<file path="src/design/alf_pkg.sv">
// Shared constants, preset table and types for the lagged Fibonacci generator
`timescale 1ns / 1ps

package alf_pkg;

  localparam int unsigned WORD_W       = 32;
  localparam int unsigned VALUE_W      = 31;
  localparam int unsigned PRESET_COUNT = 31;

  localparam logic [WORD_W-1:0] LCG_MUL = 32'd1664525;
  localparam logic [WORD_W-1:0] LCG_ADD = 32'd1013904223;

  // reset contents of the ring, word 0 first
  localparam logic [WORD_W-1:0] PRESET_WORDS [PRESET_COUNT] = '{
    32'h00000001, 32'h3c88596c, 32'h5e8885db,
    32'h8116017e, 32'hb4733ac5, 32'h0cf06d60, 32'h5e98c13f,
    32'hc656dd92, 32'h8e625fc9, 32'h0438e694, 32'ha3a5a0e3,
    32'h401d90e6, 32'h6c20f30d, 32'h97377908, 32'hd64148c7,
    32'h3c2def7a, 32'hfb18b891, 32'hdc6318bc, 32'h53ae1ceb,
    32'haebf0d4e, 32'h880db455, 32'h3747f9b0, 32'h1ac2c14f,
    32'h120f3e62, 32'h51a22a59, 32'h213b8fe4, 32'hb50e19f3,
    32'h953816b6, 32'h611a9e9d, 32'h43508f58, 32'hc03b4ad7
  };

  // per-cell control from the sequencer
  typedef struct packed {
    logic shift;
    logic load;
  } alf_cell_ctl_t;

  // reset word for a ring position, zero past the preset table
  function automatic logic [WORD_W-1:0] preset_word(input int idx);
    logic [WORD_W-1:0] word;
    word = '0;
    if (idx >= 0 && idx < int'(PRESET_COUNT)) begin
      word = PRESET_WORDS[idx[4:0]];
    end
    return word;
  endfunction

endpackage

</file>
<file path="src/design/additive_lagged_fibonacci_rng.sv">
// Top level: ring of cells rotating under a small sequencer, with registered output
// Draw: one transfer per cycle while in_stall_o is low, result in the output register in the cycle after accept.
// Seed in ring mode: input stalls while the LCG fills the ring one word per cycle
// through the tail cell. After lcg_only changes, input stalls while the ring
// rotates one word per cycle to realign.
// Reset: ring holds the preset table, lead/lag at LEAD_START mod RING_DEPTH and 0.
`timescale 1ns / 1ps

module additive_lagged_fibonacci_rng #(
  parameter int unsigned RING_DEPTH = 31,
  parameter int unsigned LEAD_START = 3
) (
  input  logic                         clk_i,
  input  logic                         rst_ni,
  input  logic                         cfg_we_i,
  input  logic                         cfg_wdata_i,
  input  logic                         in_valid_i,
  output logic                         in_stall_o,
  input  logic                         mode_i,
  input  logic [alf_pkg::WORD_W-1:0]   seed_i,
  output logic                         out_valid_o,
  input  logic                         out_stall_i,
  output logic [alf_pkg::VALUE_W-1:0]  value_o
);

  localparam int unsigned PTR_W    = $clog2(RING_DEPTH);
  localparam int unsigned CNT_W    = $clog2(RING_DEPTH + 1);
  localparam int unsigned LEAD_POS = LEAD_START % RING_DEPTH;
  // cell that receives the sum when the ring rotates on a draw
  localparam int unsigned SUM_POS  = (LEAD_POS + RING_DEPTH - 1) % RING_DEPTH;
  localparam logic [PTR_W-1:0] PTR_LAST = PTR_W'(RING_DEPTH - 1);

  logic [alf_pkg::WORD_W-1:0] cell_word [RING_DEPTH];
  logic [alf_pkg::WORD_W-1:0] shift_word [RING_DEPTH];
  alf_pkg::alf_cell_ctl_t     cell_ctl [RING_DEPTH];

  logic                       lcg_only_q;
  logic [PTR_W-1:0]           lag_q, lag_d;
  logic [PTR_W-1:0]           rot_q, rot_d;
  logic [CNT_W-1:0]           sweep_cnt_q, sweep_cnt_d;
  logic [alf_pkg::WORD_W-1:0] x_q, x_d;
  logic                       out_valid_q, out_valid_d;
  logic [alf_pkg::VALUE_W-1:0] value_q, value_d;

  logic in_acc, draw_fib, draw_lcg, seed_fib, seed_lcg;
  logic sweeping, misaligned, rotate;
  logic [PTR_W-1:0]           align_tgt, rot_inc, lag_inc;
  logic [alf_pkg::WORD_W-1:0] sum_word, lcg_in, lcg_out;

  // transfer decode
  assign sweeping   = (sweep_cnt_q != '0);
  assign align_tgt  = lcg_only_q ? '0 : lag_q;
  assign misaligned = (rot_q != align_tgt);
  assign in_stall_o = sweeping | misaligned | (out_valid_q & out_stall_i);
  assign in_acc     = in_valid_i & ~in_stall_o;
  assign draw_fib   = in_acc & ~mode_i & ~lcg_only_q;
  assign draw_lcg   = in_acc & ~mode_i &  lcg_only_q;
  assign seed_fib   = in_acc &  mode_i & ~lcg_only_q;
  assign seed_lcg   = in_acc &  mode_i &  lcg_only_q;
  assign rotate     = draw_fib | sweeping | misaligned;

  // lag word sits in cell 0, lead word at a fixed offset
  assign sum_word = cell_word[0] + cell_word[LEAD_POS];

  // shared LCG step: fill sweep or single-word draw
  assign lcg_in = sweeping ? x_q : cell_word[0];

  alf_lcg_step u_lcg (
    .x_i (lcg_in),
    .x_o (lcg_out)
  );

  // neighbor words and per-cell control
  always_comb begin
    // each cell takes its right neighbor, the tail wraps around to cell 0
    for (int i = 0; i < int'(RING_DEPTH) - 1; i++) begin
      shift_word[i] = cell_word[i + 1];
    end
    shift_word[RING_DEPTH-1] = cell_word[0];
    if (draw_fib) begin
      shift_word[SUM_POS] = sum_word;
    end else if (sweeping) begin
      shift_word[RING_DEPTH-1] = x_q;
    end
    for (int i = 0; i < int'(RING_DEPTH); i++) begin
      cell_ctl[i].shift = rotate;
      cell_ctl[i].load  = (i == 0) ? (draw_lcg | seed_lcg) : 1'b0;
    end
  end

  // ring of cells
  for (genvar g = 0; g < int'(RING_DEPTH); g++) begin : g_cell
    alf_cell #(
      .RESET_WORD (alf_pkg::preset_word(g))
    ) u_cell (
      .clk_i        (clk_i),
      .rst_ni       (rst_ni),
      .ctl_i        (cell_ctl[g]),
      .shift_word_i (shift_word[g]),
      .load_word_i  (seed_lcg ? seed_i : lcg_out),
      .word_o       (cell_word[g])
    );
  end

  // pointer and sweep bookkeeping
  assign rot_inc = (rot_q == PTR_LAST) ? '0 : rot_q + 1'b1;
  assign lag_inc = (lag_q == PTR_LAST) ? '0 : lag_q + 1'b1;

  always_comb begin
    rot_d       = rot_q;
    lag_d       = lag_q;
    sweep_cnt_d = sweep_cnt_q;
    x_d         = x_q;
    if (seed_fib) begin
      rot_d       = '0;
      lag_d       = '0;
      sweep_cnt_d = CNT_W'(RING_DEPTH);
      x_d         = seed_i;
    end else if (seed_lcg) begin
      lag_d = '0;
    end else if (draw_fib) begin
      rot_d = rot_inc;
      lag_d = lag_inc;
    end else if (sweeping) begin
      sweep_cnt_d = sweep_cnt_q - 1'b1;
      x_d         = lcg_out;
    end else if (misaligned) begin
      rot_d = rot_inc;
    end
  end

  // output register
  always_comb begin
    out_valid_d = out_valid_q;
    value_d     = value_q;
    if (in_acc && !mode_i) begin
      out_valid_d = 1'b1;
      value_d     = draw_fib ? sum_word[alf_pkg::WORD_W-1:1] : lcg_out[alf_pkg::WORD_W-1:1];
    end else if (!out_stall_i) begin
      out_valid_d = 1'b0;
    end
  end

  // control registers
  always_ff @(posedge clk_i or negedge rst_ni) begin
    if (!rst_ni) begin
      lcg_only_q  <= 1'b0;
      rot_q       <= '0;
      lag_q       <= '0;
      sweep_cnt_q <= '0;
      out_valid_q <= 1'b0;
    end else begin
      if (cfg_we_i) begin
        lcg_only_q <= cfg_wdata_i;
      end
      rot_q       <= rot_d;
      lag_q       <= lag_d;
      sweep_cnt_q <= sweep_cnt_d;
      out_valid_q <= out_valid_d;
    end
  end

  // payload registers
  always_ff @(posedge clk_i) begin
    x_q     <= x_d;
    value_q <= value_d;
  end

  assign out_valid_o = out_valid_q;
  assign value_o     = value_q;

  // checks
  a_fib_draw_aligned : assert property (@(posedge clk_i) disable iff (!rst_ni)
    draw_fib |-> (rot_q == lag_q))
    else $error("ring draw taken with ring not aligned to lag pointer");

  a_lcg_draw_aligned : assert property (@(posedge clk_i) disable iff (!rst_ni)
    (draw_lcg || seed_lcg) |-> (rot_q == '0))
    else $error("single-word transfer taken with word 0 not in cell 0");

  a_seed_starts_sweep : assert property (@(posedge clk_i) disable iff (!rst_ni)
    seed_fib |=> (sweeping && in_stall_o && rot_q == '0 && lag_q == '0))
    else $error("ring seed did not start the fill sweep");

  a_sweep_no_result : assert property (@(posedge clk_i) disable iff (!rst_ni)
    (sweeping && !out_valid_q) |=> !out_valid_q)
    else $error("result appeared during the fill sweep");

endmodule

</file>
<file path="src/design/alf_lcg_step.sv">
// One step of the linear congruential generator, x*a + c modulo 2^32
`timescale 1ns / 1ps

module alf_lcg_step (
  input  logic [alf_pkg::WORD_W-1:0] x_i,
  output logic [alf_pkg::WORD_W-1:0] x_o
);

  logic [alf_pkg::WORD_W-1:0] prod;

  // low half of the product is all that matters modulo 2^32
  assign prod = x_i * alf_pkg::LCG_MUL;
  assign x_o  = prod + alf_pkg::LCG_ADD;

endmodule

</file>
<file path="src/design/alf_cell.sv">
// One ring cell: holds a word, loads a new one or takes its neighbor's word
`timescale 1ns / 1ps

module alf_cell #(
  parameter logic [31:0] RESET_WORD = 32'h0
) (
  input  logic                        clk_i,
  input  logic                        rst_ni,
  input  alf_pkg::alf_cell_ctl_t      ctl_i,
  input  logic [alf_pkg::WORD_W-1:0]  shift_word_i,
  input  logic [alf_pkg::WORD_W-1:0]  load_word_i,
  output logic [alf_pkg::WORD_W-1:0]  word_o
);

  logic [alf_pkg::WORD_W-1:0] word_q, word_d;

  // load wins over the shift
  always_comb begin
    word_d = word_q;
    if (ctl_i.load) begin
      word_d = load_word_i;
    end else if (ctl_i.shift) begin
      word_d = shift_word_i;
    end
  end

  // ring state comes out of reset with its preset word
  always_ff @(posedge clk_i or negedge rst_ni) begin
    if (!rst_ni) begin
      word_q <= RESET_WORD;
    end else begin
      word_q <= word_d;
    end
  end

  assign word_o = word_q;

endmodule
</file>
<file path="config.mk">
export PLATFORM = sky130hd
export DESIGN_NAME = additive_lagged_fibonacci_rng
export DESIGN_NICKNAME = d
export VERILOG_FILES = /design/src/design/alf_pkg.sv /design/src/design/additive_lagged_fibonacci_rng.sv /design/src/design/alf_lcg_step.sv /design/src/design/alf_cell.sv
export SDC_FILE = /design/constraint.sdc
export NUM_CORES = 2
export LEC_CHECK = 0
export ABC_AREA = 1
export BUFFER_PORTS_ARGS = -buffer_cell sky130_fd_sc_hd__buf_2
export CAP_MARGIN = 20
export CORE_MARGIN = 2
export CORE_UTILIZATION = 50
export CTS_CLUSTER_SIZE = 12
export DETAILED_ROUTE_END_ITERATION = 8
export GPL_TIMING_DRIVEN = 0
export PLACE_DENSITY = 0.66
export SLEW_MARGIN = 40
export SYNTH_ARGS = -nofsm -noshare
export SYNTH_HDL_FRONTEND = slang
export SYNTH_SLANG_ARGS = --single-unit
</file>
<file path="constraint.sdc">
create_clock -name clk_i -period 8.65 [get_ports clk_i]
set_clock_uncertainty 0.05 [all_clocks]
set_input_delay 0.865 -clock clk_i [delete_from_list [all_inputs] [get_ports clk_i]]
set_output_delay 0.865 -clock clk_i [all_outputs]
set_load 0.01 [all_outputs]
</file>
# Word-level counts from Yosys, hierarchy flattened
# Index checks and enable logic that the tools add are counted.
# classes
addsub,5
mul,1
n_eq_ne,7
mux,28
bitwise_logic,16
n_reduce_logical,9
# ops
op,n
32-bit 2-to-1 mux,10
5-bit 2-to-1 mux,15
32-bit by 30-bit adder with 32-bit output (second input constant),1
32-bit adder,1
32-bit by 21-bit multiplier with 32-bit output (second input constant),1
31-bit 2-to-1 mux,1
5-bit by 1-bit adder with 5-bit output (second input constant),2
5-bit == test (second input constant),2
1-bit AND,8
3-bit AND reduction,2
3-bit nonzero test,2
5-bit inequality test,1
1-bit bitwise OR,5
5-bit nonzero test,1
5-bit by 1-bit subtractor with 5-bit output (second input constant),1
2-bit by 1-bit inequality test with 1-bit output (second input constant),2
2-bit nonzero test,2
3-bit inequality test (second input constant),1
1-bit inverter,3
1-bit 2-to-1 mux,2
2-bit inequality test (second input constant),1
1-bit logical AND,1
1-bit logical NOT,1
# totals
regBits,1072
in_bits,39
word_cells,104

# Longest topological paths before layout
# logic_depth
word_depth,12
mapped_depth,39
mapped_depth_nobuf,37

# Cells and area by module
# A second synthesis with hierarchy kept.
# hier_totals
cells_unflattened,7544
area_unflattened_um2,62188.4
# by_module_without_submodules
mod,instances,cells_each,area_each_um2,seq_area_each_um2
alf_cell at g_cell[13].u_cell ...,7,176,1526.5,820.8
alf_cell at g_cell[26].u_cell ...,5,176,1527.7,822.0
alf_cell at g_cell[12].u_cell ...,5,176,1524.0,818.3
alf_lcg_step,1,937,7577.3,0.0
additive_lagged_fibonacci_rng,1,1151,7334.5,2317.2
alf_cell at g_cell[20].u_cell ...,4,176,1522.7,817.0
alf_cell at g_cell[11].u_cell ...,3,176,1521.5,815.8
alf_cell at g_cell[18].u_cell ...,2,176,1529.0,823.3
alf_cell at g_cell[10].u_cell ...,2,176,1525.2,819.5
alf_cell at g_cell[15].u_cell,1,176,1531.5,825.8
alf_cell at g_cell[19].u_cell,1,176,1530.2,824.5
alf_cell at g_cell[0].u_cell,1,176,1507.7,802.0

# Least setup slack after synthesis
# Ideal clock, no wire load.
# synth_path
path_type,flip-flop to flip-flop
from,register sweep_cnt_q[0]
to,"register x_q[31] (netlist bit), data pin"
setup_ns,0.266
arrival_ns,6.709
setup_slack_ns,1.625
stages_incl_launch_ff,34
path_buffers,3
period_less_slack_ns,7.025
path_cell_list,dfrtp_1 inv_1 ha_1 inv_1 nor2_2 nand2_2 clkbuf_1 clkbuf_1 clkbuf_1 o21ai_0 inv_1 ha_1 fa_1 fa_1 inv_1 fa_1 fa_1 inv_1 fa_1 inv_1 fa_1 inv_1 ha_1 nand2_1 nor2_1 nand2_1 nor4_1 nand2_1 inv_1 nor2_1 inv_1 nand3_1 nand3_1 o21ai_0
# synth_between
elab_chain_len,8
elab_cells_between_ends,14
# synth_lines
element,line_no,source
start: declaration,additive_lagged_fibonacci_rng.sv:40,"logic [CNT_W-1:0] sweep_cnt_q, sweep_cnt_d;"
start signal: assignment,additive_lagged_fibonacci_rng.sv:158,sweep_cnt_q <= sweep_cnt_d;
5-bit nonzero test *,additive_lagged_fibonacci_rng.sv:51,assign sweeping = (sweep_cnt_q != '0);
32-bit 2-to-1 mux or 1-bit bitwise OR (tied branches),"additive_lagged_fibonacci_rng.sv:66, additive_lagged_fibonacci_rng.sv:54",
32-bit by 21-bit multiplier with 32-bit output or 1-bit bitwise OR (tied branches),"alf_lcg_step.sv:12, additive_lagged_fibonacci_rng.sv:54",
32-bit by 30-bit adder with 32-bit output or 1-bit inverter (tied branches),"alf_lcg_step.sv:13, additive_lagged_fibonacci_rng.sv:55",
32-bit 2-to-1 mux or 1-bit AND (tied branches),"additive_lagged_fibonacci_rng.sv:124, additive_lagged_fibonacci_rng.sv:55",
32-bit 2-to-1 mux or 1-bit AND (tied branches),"additive_lagged_fibonacci_rng.sv:121, additive_lagged_fibonacci_rng.sv:58",
32-bit 2-to-1 mux or 1-bit AND (tied branches),"additive_lagged_fibonacci_rng.sv:119, additive_lagged_fibonacci_rng.sv:58",
32-bit 2-to-1 mux *,additive_lagged_fibonacci_rng.sv:114,if (seed_fib) begin
net x_d (one bit),additive_lagged_fibonacci_rng.sv:41,"logic [alf_pkg::WORD_W-1:0] x_q, x_d;"
end signal: assignment,additive_lagged_fibonacci_rng.sv:165,x_q <= x_d;
end: declaration,additive_lagged_fibonacci_rng.sv:41,
# Mark *: on every way through the listed nets, which the timed path passes. The rest lies on a longest branch. The select of a mux whose other input is x is not followed.
# A chain may end at the register's enable or synchronous reset.

# Worst setup path after layout
# layout_path
from,register sweep_cnt_q[0]
to,register g_cell[0].u_cell.word_q (netlist bit g_cell[0].u_cell.word_o[25])
# layout_between
elab_chain_len,10
elab_cells_between_ends,19
# layout_lines
element,line_no,source
5-bit nonzero test *,additive_lagged_fibonacci_rng.sv:51,
branches (longest 9 deep; another with 32-bit by 21-bit multiplier with 32-bit output),--,
end signal: assignment,alf_cell.sv:32,word_q <= word_d;
end: declaration,alf_cell.sv:15,"logic [alf_pkg::WORD_W-1:0] word_q, word_d;"
# Every way passes the cells marked *.

==> flow_summary.yaml <==
outcome:
  outcome: "finished, final reports clean"
timing:
  slew-limit-headroom_pct: 43.8
  report.final.setup_viol: 0
  achievable-frequency_mhz: 121
  grt_setup_unrepaired: "false"
  timing_worst_slew_pin_value_ps: 835
  layout_min_cycle_time_ps: 8240
  postLayoutSetupSlackWorst_ps: 413
  timing_max_transition_violations_final: 0
  finalHoldViolations: 0
  post-route-period-util_pct: 95.2
worst_setup_path:
  worst-r2r-setup-slack_ps: 410
  critical_path.slowest_cell: "fa_1"
  ff2ff_path_depth: 32
  crit_fanout: 10
  endpoint_kind: "flip-flop"
  startpoint_type: "flip-flop"
  worst_ep_required_time_ps: 9150
  r2r_end: "g_cell[0].u_cell.word_o[25]"
  reg2reg_from: "sweep_cnt_q[0]"
  cp_common_cell: "inv_1"
  worst-endpoint-arrival_ps: 8740
  max_stage_delay_ps: 560
  path_class: "flip-flop to flip-flop"
final_layout:
  stdcell_count: 7580
  layout.nets: 6470
  layout.cells.most_common: "nand2_1"
  drive_above_1_share_pct: 16.0
  final_core_util_pct: 56.4
  register_area_um2: 27700
  area_delta_synth_final_pct: 12.0
  mostFrequentLayoutCells: "nand2_1, inv_1, dfrtp_1"
  layout.filler_cells: 9422
  multiInputGateArea_um2: 20700
drt:
  firstDrtPassIters: 5
  wire_per_inst_um: 18.4
  detailroute.via_count: 38460
  viasPerCell: 5.07
  drcViolationCount: 0
  wl_final_um: 139000
  drt_iter0_markers: 3105
  antenna_violating_nets_post_route: 0
placed_design:
  preCtsSetupSlack_ps: -294
  gp_routability_congestion: 0.937
  place.detailed.instances: 7362
  post-dp-hpwl_um: 108000
  io_buffer_count: 70
floorplanning:
  die_h_um: 327
  num_io_pins: 72
  design.die.area_um2: 107000
  placeableCoreArea_um2: 103000
  start_util_pct: 50.3
  fp-row-count: 118
  die_x_um: 327
cts:
  clock_latency_ps: 710
  cts.reportedPaths.clkPinSlew_ps: 60
  depth_of_the_cts_h_tree: 3
  cts_max_path_buffers: 3
  tritoncts_num_sinks: 1072
  tritoncts: "built"
  tritoncts.num_buffers: 113
  root_buffer: "clkbuf_16"
synthesis:
  ys_async_sr_fraction_pct: 94.1
  synth_flop_cell: "dfrtp_1"
  synth.ff_latch_count: 1072
  syn-cell-area_um2: 52100
  synth_enable_flop_cells: 63
  synth.top_cell.area_share_pct: 26.3
  seq_area_frac_synth_pct: 53.2
  synthCells: 5900
  synth_top_cells_by_area: "dfrtp_1, dfstp_2, nand2_1"
  synthesized_netlist_net_count: 6270
  synth_warnings: 0
  avgSynthCellArea_um2: 8.83
  synth_top_area_cell: "dfrtp_1"
  post_synth_num_cell_types: 56
worst_hold_path:
  worst_hold_path.endpoint: "lcg_only_q"
  holdPathStages: 2
  worstHoldPathType: "primary input to flip-flop"
  hold_path_startpoint: "cfg_we_i"
global_route:
  grt_pass1_wl_um: 218000
  gr-usage-met2_pct: 42.4
  grt.busiest_layer: "met2"
  grt_max_degree: 108
  grt_util_met1_pct: 35.3
  global_route.usage.total_pct: 26.4
  use_met3_pct: 5.17
  antenna_found_initial: 7
  via_count_of_the_first_global_routing_pass: 38454
  global_route.overflow_total: 0
flow_run:
  drv_cap: 0
sequential cells by signal, indices dropped and copies added (netlist names):
| register | flops |
|---|---|
| lcg_only_q | 1 |
| rot_q | 5 |
| x_q | 32 |
| lag_q | 5 |
| g_cell.u_cell.word_o | 992 |
| value_o | 31 |
| out_valid_o | 1 |
| sweep_cnt_q | 5 |
what timing repair did:
action                                  CTS  global route
endpoints found under the hold margin     1             0
hold buffers                              1             0
endpoints found under the setup margin   21            33
setup buffers                             0             3
resized for setup                         4            24
gates cloned                              0             0
pin swaps                                 0             2
area by class of cell:
class	instances	share of cell area, %
Sequential cell	1072	47.5
Clock buffer	184	5.77
Clock inverter	29	0.568
Timing Repair Buffer	86	1.21
Antenna cell	2	0.00858
Multi-Input combinational cell	4009	35.6
Tap cell	1380	2.96
Inverter	566	3.65
Buffer	252	2.75
worst max-delay path: cells and delay by family, from the launching register on:
family | cells | cell delay [ps]
adder cells (fa/ha/maj) | 9 | 3850
buffers and inverters | 11 | 1420
AND/OR/NAND/NOR | 7 | 1190
AO/OA/AOI/OAI | 4 | 1040
flip-flops | 1 | 360
XOR/XNOR | 1 | 220
worst max-delay path by stage:
stage	startpoint	endpoint	slack [ps]	cells past startpoint
after floorplan	sweep_cnt_q[0]	x_q[31]	1620	33
after global routing	sweep_cnt_q[0]	g_cell[0].u_cell.word_o[25]	4	32
final	sweep_cnt_q[0]	g_cell[0].u_cell.word_o[25]	410	32
after detailed placement	sweep_cnt_q[0]	value_o[23]	-290	29
after global placement	rst_ni	g_cell[26].u_cell.word_o[13]	-14590	1
after CTS	sweep_cnt_q[0]	g_cell[0].u_cell.word_o[21]	80	33
metal layers:
layer / vias to the layer above / share of wire [%] / routed length, um
met5: - / 0.010 / 14
met1: 18565 / 43 / 60100
li1: 18644 / - / -
met3: 274 / 6.2 / 8640
met4: 4 / 4.3 / 5940
met2: 973 / 46 / 64800
metrics by stage:
stage | hold slack (ps) | instance area (um2) | TNS, ps
floorplan | 387 | 52100 | 0
global placement | 402 | 54200 | -
detailed placement | 402 | 54500 | -2440
CTS | 265 | 58200 | 0
global route | 326 | 58300 | 0
finish | 302 | 58300 | 0
kinds of logic after synthesis:
logic type      synth area share, %
simple gates                   22.1
flops                          53.2
buf+inv                        7.16
compound gates                 6.67
fa+ha+maj                      9.91
xor+xnor                      0.925
mux                          0.0192
cells in the mapped netlist, drive strengths merged, types with 9 or more instances:
cell type and number:
fa 136, clkbuf 59, nor3 16, nor2 133, a21o 12, buf 194, o21ai 438, xor2 43
nand4 10, inv 566, o22ai 9, edfxtp 63, nand3 77, a21oi 121, o211ai 11, dfrtp 548
o21bai 16, nand2 2686, dfstp 461, or2 37, xnor2 12, ha 195
Power is not shown: default switching activity piles up to over one toggle a cycle in this logic, so the estimate is an artifact.
